==> src/design/rotary_encoder_debounced_decoder_core_assert.svh <==
// ----------------------------------------------------------------------------
// Assertion macros for the rotary encoder decoder core
// Shared wrappers that give every concurrent check the same clocking, reset
// qualification and error report.
// ----------------------------------------------------------------------------
`ifndef ROTARY_ENCODER_DEBOUNCED_DECODER_CORE_ASSERT_SVH
`define ROTARY_ENCODER_DEBOUNCED_DECODER_CORE_ASSERT_SVH

// Same-cycle implication, checked at every rising clock edge out of reset.
`define REDD_ASSERT_SAME(label, clk, rst, ante, cons) \
   label: assert property (@(posedge clk) disable iff (rst) (ante) |-> (cons)) \
      else $error("redd assertion failed");

// Next-cycle implication, checked at every rising clock edge out of reset.
`define REDD_ASSERT_NEXT(label, clk, rst, ante, cons) \
   label: assert property (@(posedge clk) disable iff (rst) (ante) |=> (cons)) \
      else $error("redd assertion failed");

`endif

==> src/design/redd_pkg.sv <==
// ----------------------------------------------------------------------------
// redd_pkg
// Types, event codes, register indexes and reset values shared by the rotary
// encoder decoder core and its interfaces.
// ----------------------------------------------------------------------------
package redd_pkg;

   localparam int unsigned DEBOUNCE_W  = 8;
   localparam int unsigned SETTLE_W    = 9;
   localparam int unsigned POSITION_W  = 32;
   localparam int unsigned CSR_INDEX_W = 1;
   localparam int unsigned CSR_DATA_W  = 8;

   localparam logic [DEBOUNCE_W-1:0] DEBOUNCE_MS_RESET   = 8'd10;
   localparam logic                  BUTTON_ENABLE_RESET = 1'b1;

   typedef enum logic [CSR_INDEX_W-1:0] {
      CSR_DEBOUNCE_MS   = 1'b0,
      CSR_BUTTON_ENABLE = 1'b1
   } csr_index_type;

   typedef enum logic [1:0] {
      ROT_NONE = 2'd0,
      ROT_CW   = 2'd1,
      ROT_CCW  = 2'd2
   } rot_event_type;

   typedef enum logic [1:0] {
      BTN_NONE    = 2'd0,
      BTN_PRESS   = 2'd1,
      BTN_RELEASE = 2'd2
   } btn_event_type;

   typedef struct packed {
      rot_event_type                 rotation_event;
      logic signed [POSITION_W-1:0]  position;
   } enc_result_type;

   typedef struct packed {
      btn_event_type button_event;
      logic          button_pressed;
   } btn_result_type;

endpackage

==> src/design/redd_if.sv <==
// ----------------------------------------------------------------------------
// redd_if
// Valid/ready channels of the rotary encoder decoder: one tick beat in, one
// result beat out.
// ----------------------------------------------------------------------------
interface redd_req_if;
   import redd_pkg::*;

   logic                  valid;
   logic                  ready;
   logic                  clk_level;
   logic                  dt_level;
   logic                  button_level;
   logic [DEBOUNCE_W-1:0] elapsed_ms;

   modport source (output valid, clk_level, dt_level, button_level, elapsed_ms,
                   input ready);
   modport sink   (input valid, clk_level, dt_level, button_level, elapsed_ms,
                   output ready);
endinterface

interface redd_rsp_if;
   import redd_pkg::*;

   logic                         valid;
   logic                         ready;
   logic [1:0]                   rotation_event;
   logic signed [POSITION_W-1:0] position;
   logic [1:0]                   button_event;
   logic                         button_pressed;

   modport source (output valid, rotation_event, position, button_event, button_pressed,
                   input ready);
   modport sink   (input valid, rotation_event, position, button_event, button_pressed,
                   output ready);
endinterface

==> src/design/redd_encoder.sv <==
// ----------------------------------------------------------------------------
// redd_encoder
// Debounces the CLK/DT pair and keeps the wrapping position count.
// ----------------------------------------------------------------------------
module redd_encoder (
   input  logic                              clock,
   input  logic                              reset,
   input  logic                              advance,
   input  logic                              clk_level,
   input  logic                              dt_level,
   input  logic [redd_pkg::DEBOUNCE_W-1:0]   elapsed_ms,
   input  logic [redd_pkg::DEBOUNCE_W-1:0]   debounce_ms,
   output redd_pkg::enc_result_type          result
);
   import redd_pkg::*;

   logic                         acc_clk_ff, acc_clk_in;
   logic                         acc_dt_ff, acc_dt_in;
   logic [SETTLE_W-1:0]          settle_ff, settle_in;
   logic signed [POSITION_W-1:0] count_ff, count_in;

   logic                changed;
   logic [SETTLE_W-1:0] settle_sum;
   logic                settled;
   logic                step;
   rot_event_type       rot;

   always_comb begin
      changed    = (clk_level != acc_clk_ff) || (dt_level != acc_dt_ff);
      settle_sum = settle_ff + {1'b0, elapsed_ms};
      settled    = settle_sum >= {1'b0, debounce_ms};
      // A step is a debounced CLK rise that comes with a change of DT.
      step       = changed && settled && clk_level && !acc_clk_ff
                   && (dt_level != acc_dt_ff);

      acc_clk_in = acc_clk_ff;
      acc_dt_in  = acc_dt_ff;
      settle_in  = '0;
      count_in   = count_ff;
      rot        = ROT_NONE;

      if (changed && !settled) begin
         settle_in = settle_sum;
      end
      if (changed && settled) begin
         acc_clk_in = clk_level;
         acc_dt_in  = dt_level;
      end
      if (step) begin
         if (dt_level == acc_clk_ff) begin
            count_in = count_ff + 32'sd1;
            rot      = ROT_CW;
         end else begin
            count_in = count_ff - 32'sd1;
            rot      = ROT_CCW;
         end
      end

      result.rotation_event = rot;
      result.position       = count_in;
   end

   always_ff @(posedge clock) begin
      if (reset) begin
         acc_clk_ff <= 1'b1;
         acc_dt_ff  <= 1'b1;
         settle_ff  <= '0;
         count_ff   <= '0;
      end else if (advance) begin
         acc_clk_ff <= acc_clk_in;
         acc_dt_ff  <= acc_dt_in;
         settle_ff  <= settle_in;
         count_ff   <= count_in;
      end
   end

endmodule

==> src/design/redd_button.sv <==
// ----------------------------------------------------------------------------
// redd_button
// Debounces the active-low push button and reports press and release.
// ----------------------------------------------------------------------------
module redd_button (
   input  logic                              clock,
   input  logic                              reset,
   input  logic                              advance,
   input  logic                              button_level,
   input  logic [redd_pkg::DEBOUNCE_W-1:0]   elapsed_ms,
   input  logic [redd_pkg::DEBOUNCE_W-1:0]   debounce_ms,
   input  logic                              button_enable,
   output redd_pkg::btn_result_type          result
);
   import redd_pkg::*;

   logic                acc_btn_ff, acc_btn_in;
   logic [SETTLE_W-1:0] settle_ff, settle_in;

   logic                changed;
   logic [SETTLE_W-1:0] settle_sum;
   logic                settled;

   always_comb begin
      changed    = button_level != acc_btn_ff;
      settle_sum = settle_ff + {1'b0, elapsed_ms};
      settled    = settle_sum >= {1'b0, debounce_ms};

      acc_btn_in            = acc_btn_ff;
      settle_in             = '0;
      result.button_event   = BTN_NONE;
      result.button_pressed = 1'b0;

      // With the button disabled the accepted level is frozen and nothing is reported.
      if (button_enable) begin
         if (changed && !settled) begin
            settle_in = settle_sum;
         end
         if (changed && settled) begin
            acc_btn_in          = button_level;
            result.button_event = button_level ? BTN_RELEASE : BTN_PRESS;
         end
         result.button_pressed = !acc_btn_in;
      end
   end

   always_ff @(posedge clock) begin
      if (reset) begin
         acc_btn_ff <= 1'b1;
         settle_ff  <= '0;
      end else if (advance) begin
         acc_btn_ff <= acc_btn_in;
         settle_ff  <= settle_in;
      end
   end

endmodule

==> src/design/rotary_encoder_debounced_decoder_core.sv <==
// Result: each result beat is registered as its tick beat is accepted.
// Throughput: one tick beat per cycle; the result register lets a new tick enter
// in the same cycle that the previous result is taken, and it stalls only
// while an unread result is held back by the consumer.
// Reset: synchronous, clears the debounce state, the position and the result
// valid flag, and restores debounce_ms to 10 and button_enable to 1.
// ----------------------------------------------------------------------------
// rotary_encoder_debounced_decoder_core
// Debounced quadrature decoder with a push button, one result beat per tick.
// ----------------------------------------------------------------------------
`include "rotary_encoder_debounced_decoder_core_assert.svh"

module rotary_encoder_debounced_decoder_core (
   input  logic                                 clock,
   input  logic                                 reset,
   redd_req_if.sink                             req_bus,
   redd_rsp_if.source                           rsp_bus,
   input  logic                                 csr_wr_en,
   input  logic [redd_pkg::CSR_INDEX_W-1:0]     csr_index,
   input  logic [redd_pkg::CSR_DATA_W-1:0]      csr_wdata
);
   import redd_pkg::*;

   logic [DEBOUNCE_W-1:0] debounce_ff;
   logic                  button_enable_ff;

   logic                  req_fire;
   logic                  rsp_fire;
   enc_result_type        enc_res;
   btn_result_type        btn_res;

   logic                         rsp_valid_ff, rsp_valid_in;
   rot_event_type                rot_ff;
   logic signed [POSITION_W-1:0] position_ff;
   btn_event_type                bev_ff;
   logic                         pressed_ff;

   logic                         cw_fire;
   logic                         ccw_fire;
   logic                         quiet_fire;

   always_ff @(posedge clock) begin
      if (reset) begin
         debounce_ff      <= DEBOUNCE_MS_RESET;
         button_enable_ff <= BUTTON_ENABLE_RESET;
      end else if (csr_wr_en) begin
         case (csr_index_type'(csr_index))
            CSR_DEBOUNCE_MS:   debounce_ff      <= csr_wdata[DEBOUNCE_W-1:0];
            CSR_BUTTON_ENABLE: button_enable_ff <= csr_wdata[0];
            default: ;
         endcase
      end
   end

   // The result register takes a new beat whenever it is empty or being drained.
   assign req_bus.ready = !rsp_valid_ff || rsp_bus.ready;
   assign req_fire      = req_bus.valid && req_bus.ready;
   assign rsp_fire      = rsp_valid_ff && rsp_bus.ready;

   redd_encoder u_encoder (
      .clock       (clock),
      .reset       (reset),
      .advance     (req_fire),
      .clk_level   (req_bus.clk_level),
      .dt_level    (req_bus.dt_level),
      .elapsed_ms  (req_bus.elapsed_ms),
      .debounce_ms (debounce_ff),
      .result      (enc_res)
   );

   redd_button u_button (
      .clock         (clock),
      .reset         (reset),
      .advance       (req_fire),
      .button_level  (req_bus.button_level),
      .elapsed_ms    (req_bus.elapsed_ms),
      .debounce_ms   (debounce_ff),
      .button_enable (button_enable_ff),
      .result        (btn_res)
   );

   always_comb begin
      rsp_valid_in = rsp_valid_ff;
      if (req_fire) begin
         rsp_valid_in = 1'b1;
      end else if (rsp_fire) begin
         rsp_valid_in = 1'b0;
      end
   end

   always_ff @(posedge clock) begin
      if (reset) begin
         rsp_valid_ff <= 1'b0;
         position_ff  <= '0;
      end else begin
         rsp_valid_ff <= rsp_valid_in;
         if (req_fire) begin
            position_ff <= enc_res.position;
         end
      end
   end

   always_ff @(posedge clock) begin
      if (req_fire) begin
         rot_ff     <= enc_res.rotation_event;
         bev_ff     <= btn_res.button_event;
         pressed_ff <= btn_res.button_pressed;
      end
   end

   assign rsp_bus.valid          = rsp_valid_ff;
   assign rsp_bus.rotation_event = rot_ff;
   assign rsp_bus.position       = position_ff;
   assign rsp_bus.button_event   = bev_ff;
   assign rsp_bus.button_pressed = pressed_ff;

   assign cw_fire    = req_fire && (enc_res.rotation_event == ROT_CW);
   assign ccw_fire   = req_fire && (enc_res.rotation_event == ROT_CCW);
   assign quiet_fire = req_fire && !button_enable_ff;

   `REDD_ASSERT_NEXT(a_fire_loads_result, clock, reset, req_fire, rsp_valid_ff)
   `REDD_ASSERT_NEXT(a_cw_step, clock, reset, cw_fire, position_ff == $past(position_ff) + 32'sd1)
   `REDD_ASSERT_NEXT(a_ccw_step, clock, reset, ccw_fire, position_ff == $past(position_ff) - 32'sd1)
   `REDD_ASSERT_NEXT(a_off_quiet, clock, reset, quiet_fire, !pressed_ff && (bev_ff == BTN_NONE))

endmodule

==> src/flat_wrapper.sv <==
// flat-port wrapper written by rule: the top's interface ports become plain ports
module rotary_encoder_debounced_decoder_core_flat import redd_pkg::*;
  (clock, reset, csr_wr_en, csr_index, csr_wdata, req_bus_valid, req_bus_clk_level, req_bus_dt_level, req_bus_button_level, req_bus_elapsed_ms, req_bus_ready, rsp_bus_valid, rsp_bus_rotation_event, rsp_bus_position, rsp_bus_button_event, rsp_bus_button_pressed, rsp_bus_ready);
  redd_req_if req_bus_i ();
  redd_rsp_if rsp_bus_i ();
  input  logic clock;
  input  logic reset;
  input  logic csr_wr_en;
  input  logic [redd_pkg::CSR_INDEX_W-1:0] csr_index;
  input  logic [redd_pkg::CSR_DATA_W-1:0] csr_wdata;
  input wire logic [$bits(req_bus_i.valid)-1:0] req_bus_valid;
  input wire logic [$bits(req_bus_i.clk_level)-1:0] req_bus_clk_level;
  input wire logic [$bits(req_bus_i.dt_level)-1:0] req_bus_dt_level;
  input wire logic [$bits(req_bus_i.button_level)-1:0] req_bus_button_level;
  input wire logic [$bits(req_bus_i.elapsed_ms)-1:0] req_bus_elapsed_ms;
  output wire logic [$bits(req_bus_i.ready)-1:0] req_bus_ready;
  output wire logic [$bits(rsp_bus_i.valid)-1:0] rsp_bus_valid;
  output wire logic [$bits(rsp_bus_i.rotation_event)-1:0] rsp_bus_rotation_event;
  output wire logic [$bits(rsp_bus_i.position)-1:0] rsp_bus_position;
  output wire logic [$bits(rsp_bus_i.button_event)-1:0] rsp_bus_button_event;
  output wire logic [$bits(rsp_bus_i.button_pressed)-1:0] rsp_bus_button_pressed;
  input wire logic [$bits(rsp_bus_i.ready)-1:0] rsp_bus_ready;
  assign req_bus_i.valid = req_bus_valid;
  assign req_bus_i.clk_level = req_bus_clk_level;
  assign req_bus_i.dt_level = req_bus_dt_level;
  assign req_bus_i.button_level = req_bus_button_level;
  assign req_bus_i.elapsed_ms = req_bus_elapsed_ms;
  assign req_bus_ready = req_bus_i.ready;
  assign rsp_bus_valid = rsp_bus_i.valid;
  assign rsp_bus_rotation_event = rsp_bus_i.rotation_event;
  assign rsp_bus_position = rsp_bus_i.position;
  assign rsp_bus_button_event = rsp_bus_i.button_event;
  assign rsp_bus_button_pressed = rsp_bus_i.button_pressed;
  assign rsp_bus_i.ready = rsp_bus_ready;
  rotary_encoder_debounced_decoder_core u_core (.clock(clock), .reset(reset), .req_bus(req_bus_i), .rsp_bus(rsp_bus_i), .csr_wr_en(csr_wr_en), .csr_index(csr_index), .csr_wdata(csr_wdata));
endmodule
==> config.mk <==
export PLATFORM = sky130hd
export DESIGN_NAME = rotary_encoder_debounced_decoder_core_flat
export DESIGN_NICKNAME = d
export VERILOG_FILES = /design/src/design/redd_pkg.sv /design/src/design/redd_if.sv /design/src/design/redd_encoder.sv /design/src/design/redd_button.sv /design/src/design/rotary_encoder_debounced_decoder_core.sv /design/src/flat_wrapper.sv
export VERILOG_INCLUDE_DIRS = /design/src /design/src/design
export SDC_FILE = /design/constraint.sdc
export NUM_CORES = 1
export LEC_CHECK = 0
export BUFFER_PORTS_ARGS = -buffer_cell sky130_fd_sc_hd__clkbuf_2
export CAP_MARGIN = 20
export CORE_UTILIZATION = 54
export CTS_CLUSTER_SIZE = 16
export DETAILED_ROUTE_END_ITERATION = 10
export GPL_ROUTABILITY_DRIVEN = 0
export GPL_TIMING_DRIVEN = 0
export PLACE_DENSITY = 0.78
export SLEW_MARGIN = 20
export SYNTH_ARGS = -nofsm -noshare
export SYNTH_HDL_FRONTEND = slang
export SYNTH_SLANG_ARGS = --single-unit
==> constraint.sdc <==
create_clock -name clock -period 4.3 [get_ports clock]
set_input_delay 0.43 -clock clock [delete_from_list [all_inputs] [get_ports clock]]
set_output_delay 0.43 -clock clock [all_outputs]
set_load 0.02 [all_outputs]
==> results of run 1 <==
metal layers:
layer,share of wire,wire length (µm),track usage,up-vias
li1,-,-,-,2314
met5,0,0,0,-
met2,0.50,5980,0.463,130
met1,0.43,5220,0.308,2139
met3,0.047,566,0.0379,26
met4,0.022,270,0.103,0
path summary, 6_finish.rpt:
check	slack, ns	cells past startpoint	to	start
max	0.64	15	u_core.rsp_bus.position[31]	u_core.u_encoder.settle_ff[0]
min	0.28	2	u_core.debounce_ff[1]	csr_wdata[1]
max reg2reg	0.64	15	u_core.rsp_bus.position[31]	u_core.u_encoder.settle_ff[0]
min reg2reg	0.47	2	u_core.debounce_ff[5]	u_core.debounce_ff[5]
critical path: cells and delay by family (launching register included):
| family | cells | cell delay (ns) |
|---|---|---|
| AO/OA/AOI/OAI | 7 | 1.49 |
| adder cells (fa/ha/maj) | 3 | 0.92 |
| flip-flops | 1 | 0.33 |
| buffers and inverters | 2 | 0.33 |
| AND/OR/NAND/NOR | 2 | 0.26 |
| XOR/XNOR | 1 | 0.21 |
cell usage in the layout (no fill, tap or decap), types with 18 or more instances in the layout:
cell / n
a21o_1: 21
a21oi_1: 44
clkbuf_2: 62
dfxtp_1: 63
ha_1: 62
inv_1: 25
mux2i_1: 21
nand2_1: 44
nor2_1: 74
o21ai_0: 22
xnor2_1: 18
xor2_1: 18
flip-flops by register name, summed over array words and instances (netlist names):
signal	flops
u_core.u_encoder.settle_ff	9
u_core.rsp_bus.button_event	2
u_core.rsp_bus.position	32
u_core.rsp_bus.valid	1
u_core.u_button.settle_ff	9
u_core.rsp_bus.rotation_event	2
u_core.rsp_bus.button_pressed	1
u_core.u_button.acc_btn_ff	1
u_core.debounce_ff	8
u_core.u_encoder.acc_clk_ff	1
u_core.button_enable_ff	1
u_core.u_encoder.acc_dt_ff	1
final cells by class:
cell class	count	share of cell area
inverter	25	0.0161
buffer	19	0.0195
timing repair buffer	63	0.0579
clock inverter	4	0.00386
sequential	68	0.242
multi-input combinational	481	0.605
tap	129	0.0277
clock buffer	12	0.0283
metrics by stage:
stage	setup TNS, ns	utilization	total power, mW	hold WS [ns]
2_1_floorplan	0	-	1.06	0.436
3_5_place_dp	0	0.611	1.19	0.451
3_3_place_gp	-18.78	0.606	1.16	0.444
6_report	0	0.632	1.69	0.279
5_1_grt	0	0.632	1.79	0.287
4_1_cts	0	0.632	1.69	0.274
power by group through the flow:
stage	logic (mW)	clock network, mW	registers [mW]
detailed placement	0.495	0	0.694
CTS	0.499	0.516	0.679
global placement	0.463	0	0.692
floorplan	0.364	0	0.699
global route	0.559	0.547	0.682
finish	0.499	0.507	0.680
cell families (layout without fill, tap and decap cells):
kind of cell | Yosys count | count (layout) | share of synthesized area
and+or+nand+nor | 191 | 191 | 0.186
adders and majority gates | 65 | 65 | 0.163
buffers and inverters | 44 | 123 | 0.0405
DFF | 68 | 68 | 0.275
muxes | 22 | 22 | 0.0432
xor gates and xnor gates | 37 | 37 | 0.0632
AOI/OAI and AO/OA | 166 | 166 | 0.230
==> impl_results.md, run 1 <==
- Status: completed
- Post-route DRC: 0
- GRT Total Usage: 0.258
- Period utilization: 0.851
- Initial drt markers: 233
- Area delta synth->final: 13.8%
- Final setup margin: 0.642 ns
- Largest area contributor in the synthesized netlist: dfxtp_1
- Post-synth EDFFs: 5
- Largest cells by area after synthesis: dfxtp_1 25%, ha_1 15%, nor2_1 5.4%
- Design internal power: 1.12 mW
- First-pass GRT wire length: 20500 µm
- Clock Latency Late Sink: 0.35 ns
- H-tree levels: 3
- Yosys Warn Count: 0
- Crit path capture type: flop
- Critical path arrival: 3.88 ns
- Post-Syn Nets: 683
- Switching power: 0.570 mW
- Number of register bits inferred by synthesis: 68
- Core Footprint: 9240 µm²
- WS Path Type: flop to flop
- Register area share after synthesis: 0.275
- First-pass DRT Iterations: 6
- Post-route cell area: 5840 µm²
- Share of the synthesized area in the top cell type: 0.246
- Final #Nets: 757
- Overflow left after global routing: 0
- Max IR drop VDD: 0.165 mV
- Antenna Violating Nets Remaining: 0
- Share of async-settable or async-resettable flops after synthesis: 0
- Max-Cap Viols: 0
- Total Routed Length: 12000 µm
- Post-synth top cells: 74 x nor2_1, 63 x dfxtp_1, 62 x ha_1
- Dpl cell area: 5650 µm²
- Peak Freq: 273 MHz
- Critical path fanouts, max: 10
- Routed WL per cell: 15.0 µm
- Share of cells above drive strength 1: 0.159
- Final Hold Viols: 0
- Syn avg cell area: 8.65 µm²
- Initial core utilization: 0.555
- Final Max Tran Viols: 0
- Setup Buffers After CTS: 0
- Sequential Area: 1410 µm²
- Sw Ratio: 0.338
- Vias in the first global route: 4529
- Fin cells: 801
- Combinational power share: 0.296
- Worst Setup Start Kind: flop
- Skew final: 0.00901 ns
- Seq pwr share: 0.403
- Post-DP HPWL: 9320 µm
- ANT cells: 0
- Via count: 4609
- Cell at the slowest stage of the critical path: a2111oi_4
- Post-synthesis cell type count: 70
- Max incr delay on CP: 0.56 ns
- Mapped Area: 5130 µm²
- Port buffer count: 62
- Post-Synthesis Cells: 593
- Pre-CTS setup slack: 0.413 ns
- Min Tclk post-route: 3.66 ns
- DIE HEIGHT: 99.5 µm
- Clock buffer depth: 2
- Ys flop type: dfxtp_1
- Die area: 9890 µm²
- Largest net degree at the start of global routing: 26
- Least-Margin Pin Slew: 0.616 ns
- RSZ-0062 raised after global routing: false
- Antenna violations before repair: 0
- Pwr per Cell Area: 289 nW/µm²
- Clk root buf: clkbuf_8
- IO Pins: 64
- Leakage power: 2.69 nW
- CTS tree: built
- Clk network pwr share: 0.301
- Fillers: 775
- Clock tree sinks: 68
- Cells after DPL: 785
- Setup Viol. Count Final: 0
- Most frequent cell after synthesis: nor2_1
- Hold_buf cts: 0
- Vias per cell: 5.75
- Area of the multi-input gates: 3530 µm²
- Clock Pin Slew Worst Setup and Hold Paths: 0.08 ns
- FP Rows: 35
- Post-CTS sizing: 0
- Die X: 99.5 µm
- Hold Crit Class: input pin to flop
- Num CTS Buffers: 9
- Worst path required time: 4.53 ns
- Slew margin rel.: 0.585
- Crit-path cells: ha_1 -> fa_1 -> a21oi_2 -> o21bai_1 -> xor2_1 -> ha_1 -> a21o_1 -> a31oi_1 -> o21ai_1 -> a2111oi_4 -> nor4_4 -> buf_6 -> buf_6 -> a21oi_1 -> nand4b_1
Note: power is estimated with default switching activity, not from simulation.
==> inputs of run 2 (changes only) <==
CORE_UTILIZATION = 50   (was 54)
PLACE_DENSITY = 0.73   (was 0.78)
SETUP_SLACK_MARGIN = 0.1   (was unset)
==> run 2 against run 1 <==
Against the previous run: worst hold slack hardly changed; sequential share of layout area is 0.052 points higher; cell area is 0.21% lower; global-route usage is 1.5 points lower; register-to-register slack hardly changed; setup slack better by 0.0075 ns; non-clock buffer count stayed put; sequential cell count stayed put; critical path type unchanged; largest cell class unchanged.
==> impl_results.md, run 2 (same netlist as run 1, synthesis figures left out) <==
- RSZ-0062 raised after global routing: false
- WS Path Type: flop to flop
- Share of cells above drive strength 1: 0.156 (-0.00298)
- Die area: 10700 µm² (+7.8%)
- Leakage power: 2.67 nW (-0.59%)
- Least-Margin Pin Slew: 0.601 ns (-0.0144 ns)
- Worst path top cell family by delay: compound AO/OA/AOI/OAI gates
- Max IR drop VDD: 0.149 mV (-9.8%)
- ANT cells: 0 (unchanged)
- Hold Crit Class: input pin to flop
- Commonest non-fill, non-tap cell in the layout: nor2_1
- Hold Slack: 0.279 ns (+0.000307 ns)
- Post-route DRC: 0 (unchanged)
- Clock tree sinks: 68 (unchanged)
- Final Hold Viols: 0 (unchanged)
- Skew final: 0.00797 ns (-0.00104 ns)
- Die X: 103 µm (+3.8%)
- Antenna violations before repair: 0 (unchanged)
- Crit-path cells: ha_1 -> fa_1 -> a21oi_2 -> o21bai_1 -> xor2_1 -> ha_1 -> a21o_1 -> a31oi_1 -> o21ai_1 -> a2111oi_4 -> nor4_4 -> buf_6 -> buf_6 -> mux2i_1 -> nor2_1
- Antenna Violating Nets Remaining: 0 (unchanged)
- Post-DP HPWL: 9430 µm (+1.2%)
- Pwr per Cell Area: 286 nW/µm² (-1.1%)
- First-pass DRT Iterations: 4 (-2)
- Cell at the slowest stage of the critical path: a2111oi_4
- Critical path arrival: 3.88 ns (about the same)
- CTS tree: built
- Vias per cell: 5.72 (-0.65%)
- Largest net degree at the start of global routing: 27 (+3.8%)
- FF-to-FF Start: u_core.u_encoder.settle_ff[0]
- Clk network pwr share: 0.290 (-0.011)
- Period utilization: 0.849 (-0.00174)
- Worst R2R Path Depth: 15 (unchanged)
- Final #Nets: 757 (unchanged)
- Status: completed
- GRT Total Usage: 0.243 (-0.0150)
- Total negative slack: 0 ns (unchanged)
- Initial drt markers: 198 (-15%)
- Switching power: 0.576 mW (+1.2%)
- Most frequent cells in the layout: 74 x nor2_1, 63 x dfxtp_1, 62 x ha_1, 62 x clkbuf_2
- Finished Core Util: 0.590 (-0.0412)
- Setup Viol. Count Final: 0 (unchanged)
- CP Capture Point: u_core.rsp_bus.position[5]
- Worst Setup Start Kind: flop
- Crit path capture type: flop
- Initial core utilization: 0.520 (-0.0351)
- Clock Pin Slew Worst Setup and Hold Paths: 0.07 ns (about the same)
- Clock buffer depth: 2 (unchanged)
- Num CTS Buffers: 9 (unchanged)
- Seq pwr share: 0.408 (+0.005)
- Sw Ratio: 0.346 (+0.00862)
- Critical path fanouts, max: 10 (unchanged)
- Port buffer count: 62 (unchanged)
- Max-Cap Viols: 0 (unchanged)
- DIE HEIGHT: 103 µm (+3.8%)
- Post-CTS sizing: 0 (unchanged)
- Crit. path cell count: 15 (unchanged)
- Routed WL per cell: 15.3 µm (+1.8%)
- H-tree levels: 3 (unchanged)
- Setup Buffers After CTS: 0 (unchanged)
- Max FFs per register: 32 (unchanged)
- Worst R2R Setup Slack: 0.65 ns (about the same)
- FP Rows: 36 (+2.9%)
- Slew margin rel.: 0.599 (+0.0139)
- IO Pins: 64 (unchanged)
- Combinational power share: 0.302 (+0.006)
- Min Tclk post-route: 3.65 ns (-0.00749 ns)
- Area delta synth->final: 13.5%
- Final Max Tran Viols: 0 (unchanged)
- Design internal power: 1.09 mW (-2.6%)
- Core Footprint: 9860 µm² (+6.8%)
- Clk root buf: clkbuf_8
- WP buf/inv: 2 (unchanged)
- Post-route cell area: 5820 µm² (-0.21%)
- Dpl cell area: 5650 µm² (about the same)
- Peak Freq: 274 MHz (+0.21%)
- Hold_buf cts: 0 (unchanged)
- Total Routed Length: 12300 µm (+2.3%)
- Via count: 4602 (-0.15%)
- Worst path required time: 4.53 ns (about the same)
- Max incr delay on CP: 0.55 ns (about the same)
- Worst reg2reg path endpoint: u_core.rsp_bus.position[5]
- Vias in the first global route: 4295 (-5.2%)
- Clock Latency Late Sink: 0.36 ns (about the same)
- First-pass GRT wire length: 19700 µm (-3.6%)
- Critical path origin: u_core.u_encoder.settle_ff[0]
- Overflow left after global routing: 0 (unchanged)
[run 2: changes by cell type in the layout (fill, tap and decap cells not counted)]
cell,previous run,this run
clkinv_2,3,2
clkbuf_1,12,14
clkbuf_8,12,10
clkinvlp_4,1,2
[run 2: power groups by stage]
stage / Clock (mW) / Combinational (mW) / Sequential, mW
floorplan: 0 / 0.364 / 0.699
global placement: 0 / 0.467 / 0.692
detailed placement: 0 / 0.499 / 0.694
CTS: 0.497 / 0.503 / 0.679
global route: 0.523 / 0.556 / 0.682
finish: 0.482 / 0.503 / 0.679
[run 2: per-stage QoR]
step                      power (mW)  worst slack [ns]  instances
after floorplan                 1.06             0.135        593
after global placement          1.16             -1.09        788
after detailed placement        1.19             0.405        789
after CTS                       1.68             0.632        805
after global routing            1.76             0.401        805
final                           1.66             0.649        805
[run 2: final cells by class]
type	instances	area [µm²]
inverters	25	93.8
clock buffers	12	145
clock inverters	4	25.0
flip-flops and latches	68	1410
repair buffers	63	338
plain buffers	19	114
fillers	918	4040
well taps	133	166
multi-input cells	481	3530
[run 2: how the worst min path moves through the flow]
stage	startpoint	endpoint	slack, ns	depth (start not counted)
after floorplan	u_core.debounce_ff[2]	u_core.debounce_ff[2]	0.44	2
after global placement	u_core.debounce_ff[5]	u_core.debounce_ff[5]	0.45	2
after detailed placement	u_core.debounce_ff[4]	u_core.debounce_ff[4]	0.45	2
after CTS	csr_wdata[1]	u_core.debounce_ff[1]	0.26	2
after global routing	csr_wdata[1]	u_core.debounce_ff[1]	0.26	2
final	csr_wdata[1]	u_core.debounce_ff[1]	0.28	2
[run 2: routing by layer]
metal / vias to the layer above / wire length (µm) / GRT usage
met1: 2195 / 5370 / 0.284
met2: 82 / 6170 / 0.438
met3: 25 / 467 / 0.0343
met4: 0 / 300 / 0.114
li1: 2300 / - / -
met5: - / 0 / 0
==> inputs of run 3 (changes only) <==
clock period = 3.3 ns   (was 4.3 ns; I/O delays follow)
==> run 3 against run 2 <==
Against the previous run: cell area increased by 10%; sequential share of layout area decreased by 2.2 points; die area unchanged; first-iteration DRC count increased by 10%; global-route usage increased by 0.87 points; non-clock buffer count increased by 18; setup slack got worse by 0.59 ns; register-to-register slack got worse by 0.59 ns.
==> impl_results.md, run 3 (same netlist as run 1, synthesis figures left out) <==
- Finished Core Util: 0.651 (+0.0609)
- Slew margin rel.: 0.474 (-0.125)
- Worst Setup Start Kind: flop
- Critical path origin: u_core.u_encoder.settle_ff[0]
- Cell at the slowest stage of the critical path: fa_2
- Sequential Area: 1420 µm² (+0.35%)
- Max FFs per register: 32 (unchanged)
- Hold Crit Class: input pin to flop
- Num CTS Buffers: 9 (unchanged)
- Clock buffer depth: 2 (unchanged)
- Period utilization: 0.983 (+0.134)
- Clock Pin Slew Worst Setup and Hold Paths: 0.09 ns (+0.02 ns)
- Crit-path cells: ha_4 -> fa_2 -> buf_6 -> xor2_4 -> ha_4 -> nand2_2 -> o21ai_2 -> a31oi_4 -> o21ai_2 -> a2111oi_4 -> nor4_4 -> buf_6 -> buf_12 -> mux2i_1 -> nor2_1
- Peak Freq: 308 MHz (+13%)
- Leakage power: 2.88 nW (+7.9%)
- Min Tclk post-route: 3.24 ns (-0.407 ns)
- Most frequent cells in the layout: 67 x nor2_1, 62 x clkbuf_2, 61 x dfxtp_1, 60 x ha_1, 43 x nand2_1
- Share of cells above drive strength 1: 0.249 (+0.0923)
- Fillers: 791 (-14%)
- Worst path top cell family by delay: adder cells
- Area delta synth->final: 25.2%
- Worst path required time: 3.52 ns (-1.01 ns)
- Critical path arrival: 3.46 ns (-0.42 ns)
- Final Max Tran Viols: 0 (unchanged)
- DIE HEIGHT: 103 µm (unchanged)
- RSZ-0062 raised after global routing: true
- Post-DP HPWL: 9210 µm (-2.4%)
- WP buf/inv: 3 (+1)
- Least-Margin Pin Slew: 0.788 ns (+0.187 ns)
- ANT cells: 0 (unchanged)
- Routed WL per cell: 15.8 µm (+3.4%)
- Pre-CTS setup slack: -0.584 ns (-0.989 ns)
- Antenna Violating Nets Remaining: 0 (unchanged)
- Core Footprint: 9860 µm² (unchanged)
- Vias per cell: 5.69 (-0.54%)
- IO Pins: 64 (unchanged)
- Final setup margin: 0.0562 ns (-0.593 ns)
- Total Routed Length: 13000 µm (+6.0%)
- H-tree levels: 3 (unchanged)
- Status: completed
- Max-Cap Viols: 0 (unchanged)
- Crit path capture type: flop
- Max IR drop VDD: 0.327 mV (+120%)
- Via count: 4691 (+1.9%)
- WS Path Type: flop to flop
- Antenna violations before repair: 0 (unchanged)
- Die area: 10700 µm² (unchanged)
- Final Hold Viols: 0 (unchanged)
- FF-to-FF Start: u_core.u_encoder.settle_ff[0]
- Setup Viol. Count Final: 0 (unchanged)
- CTS tree: built
- Overflow left after global routing: 0 (unchanged)
- Critical path fanouts, max: 7 (-3)
- Pwr per Cell Area: 395 nW/µm² (+38%)
- Commonest non-fill, non-tap cell in the layout: nor2_1
- Largest net degree at the start of global routing: 19 (-30%)
- Max incr delay on CP: 0.37 ns (-0.18 ns)
- Clk root buf: clkbuf_8
- FP Rows: 36 (unchanged)
- Clock Latency Late Sink: 0.35 ns (about the same)
- GRT Total Usage: 0.251 (+0.00868)
- Port buffer count: 62 (unchanged)
- First-pass DRT Iterations: 4 (unchanged)
- Initial core utilization: 0.520 (unchanged)
- Post-route DRC: 0 (unchanged)
- Initial drt markers: 218 (+10%)
- Skew final: 0.0129 ns (+0.00492 ns)
- Area of the multi-input gates: 3850 µm² (+9.0%)
- Clock tree sinks: 68 (unchanged)
- Vias in the first global route: 4518 (+5.2%)
- Die X: 103 µm (unchanged)
- HP Start: csr_wdata[1]
- First-pass GRT wire length: 20800 µm (+5.2%)
- Final #Nets: 777 (+2.6%)
[run 3: changes by cell type in the layout (fill, tap and decap cells not counted), sizes merged]
cell      before  now
bufinv         0    3
xor2          19   21
buf            8   25
inv           25   26
clkinvlp       2    0
clkbuf        86   85
[run 3: area by class of cell]
| cell class | instances | area share |
|---|---|---|
| Buffer | 19 | 0.0228 |
| Clock buffer | 10 | 0.0214 |
| Clock inverter | 6 | 0.0171 |
| Inverter | 25 | 0.0146 |
| Multi-Input combinational cell | 483 | 0.599 |
| Sequential cell | 68 | 0.220 |
| Tap cell | 133 | 0.0259 |
| Timing Repair Buffer | 81 | 0.0789 |
[run 3: worst register-to-register path, delay by kind of cell (launching register included)]
kind | cells | cell delay (ns)
adders and majority gates | 3 | 0.82
AOI/OAI and AO/OA | 4 | 0.58
buffers and inverters | 3 | 0.54
and+or+nand+nor | 3 | 0.43
DFF | 1 | 0.34
muxes | 1 | 0.21
xor gates and xnor gates | 1 | 0.19
[run 3: path summary, 6_finish.rpt]
kind,end,depth (start not counted),slack [ns]
max,u_core.rsp_bus.position[17],15,0.06
min,u_core.debounce_ff[1],2,0.19
max reg2reg,u_core.rsp_bus.position[17],15,0.06
min reg2reg,u_core.debounce_ff[2],2,0.46
[run 3: per-stage QoR]
step	cells	area, µm²	total power [mW]	setup TNS [ns]	hold slack (ns)
after floorplan	593	5150	1.39	0	0.436
after global placement	788	5630	1.51	-11.89	0.446
after detailed placement	788	5630	1.53	-16.78	0.448
after CTS	820	6200	2.48	-0.921	0.179
after global routing	825	6420	2.67	-2.34	0.198
final	825	6420	2.54	0	0.185
[run 3: routing by layer]
metal  GRT usage  part of all wire  routed length (µm)
met1       0.308              0.45                5840
met2       0.446              0.49                6440
met3      0.0296             0.037                 481
met4       0.108             0.022                 284
met5           0                 0                   0
[run 3: repair_timing]
| action | CTS | global route |
|---|---|---|
| resized for setup | 42 | 35 |
| hold buffers | 0 | 0 |
| gates cloned | 4 | 1 |
| setup endpoints to repair | 54 | 56 |
| setup buffers | 12 | 4 |
| endpoints found under the hold margin | 0 | 0 |
| pin swaps | 18 | 33 |
[run 3: power by group]
part           total [mW]  switching [mW]  leakage, nW  internal (mW)
combinational       0.774           0.438         2.20          0.336
sequential          0.892          0.0291        0.561          0.863
clock               0.872           0.349        0.127          0.523
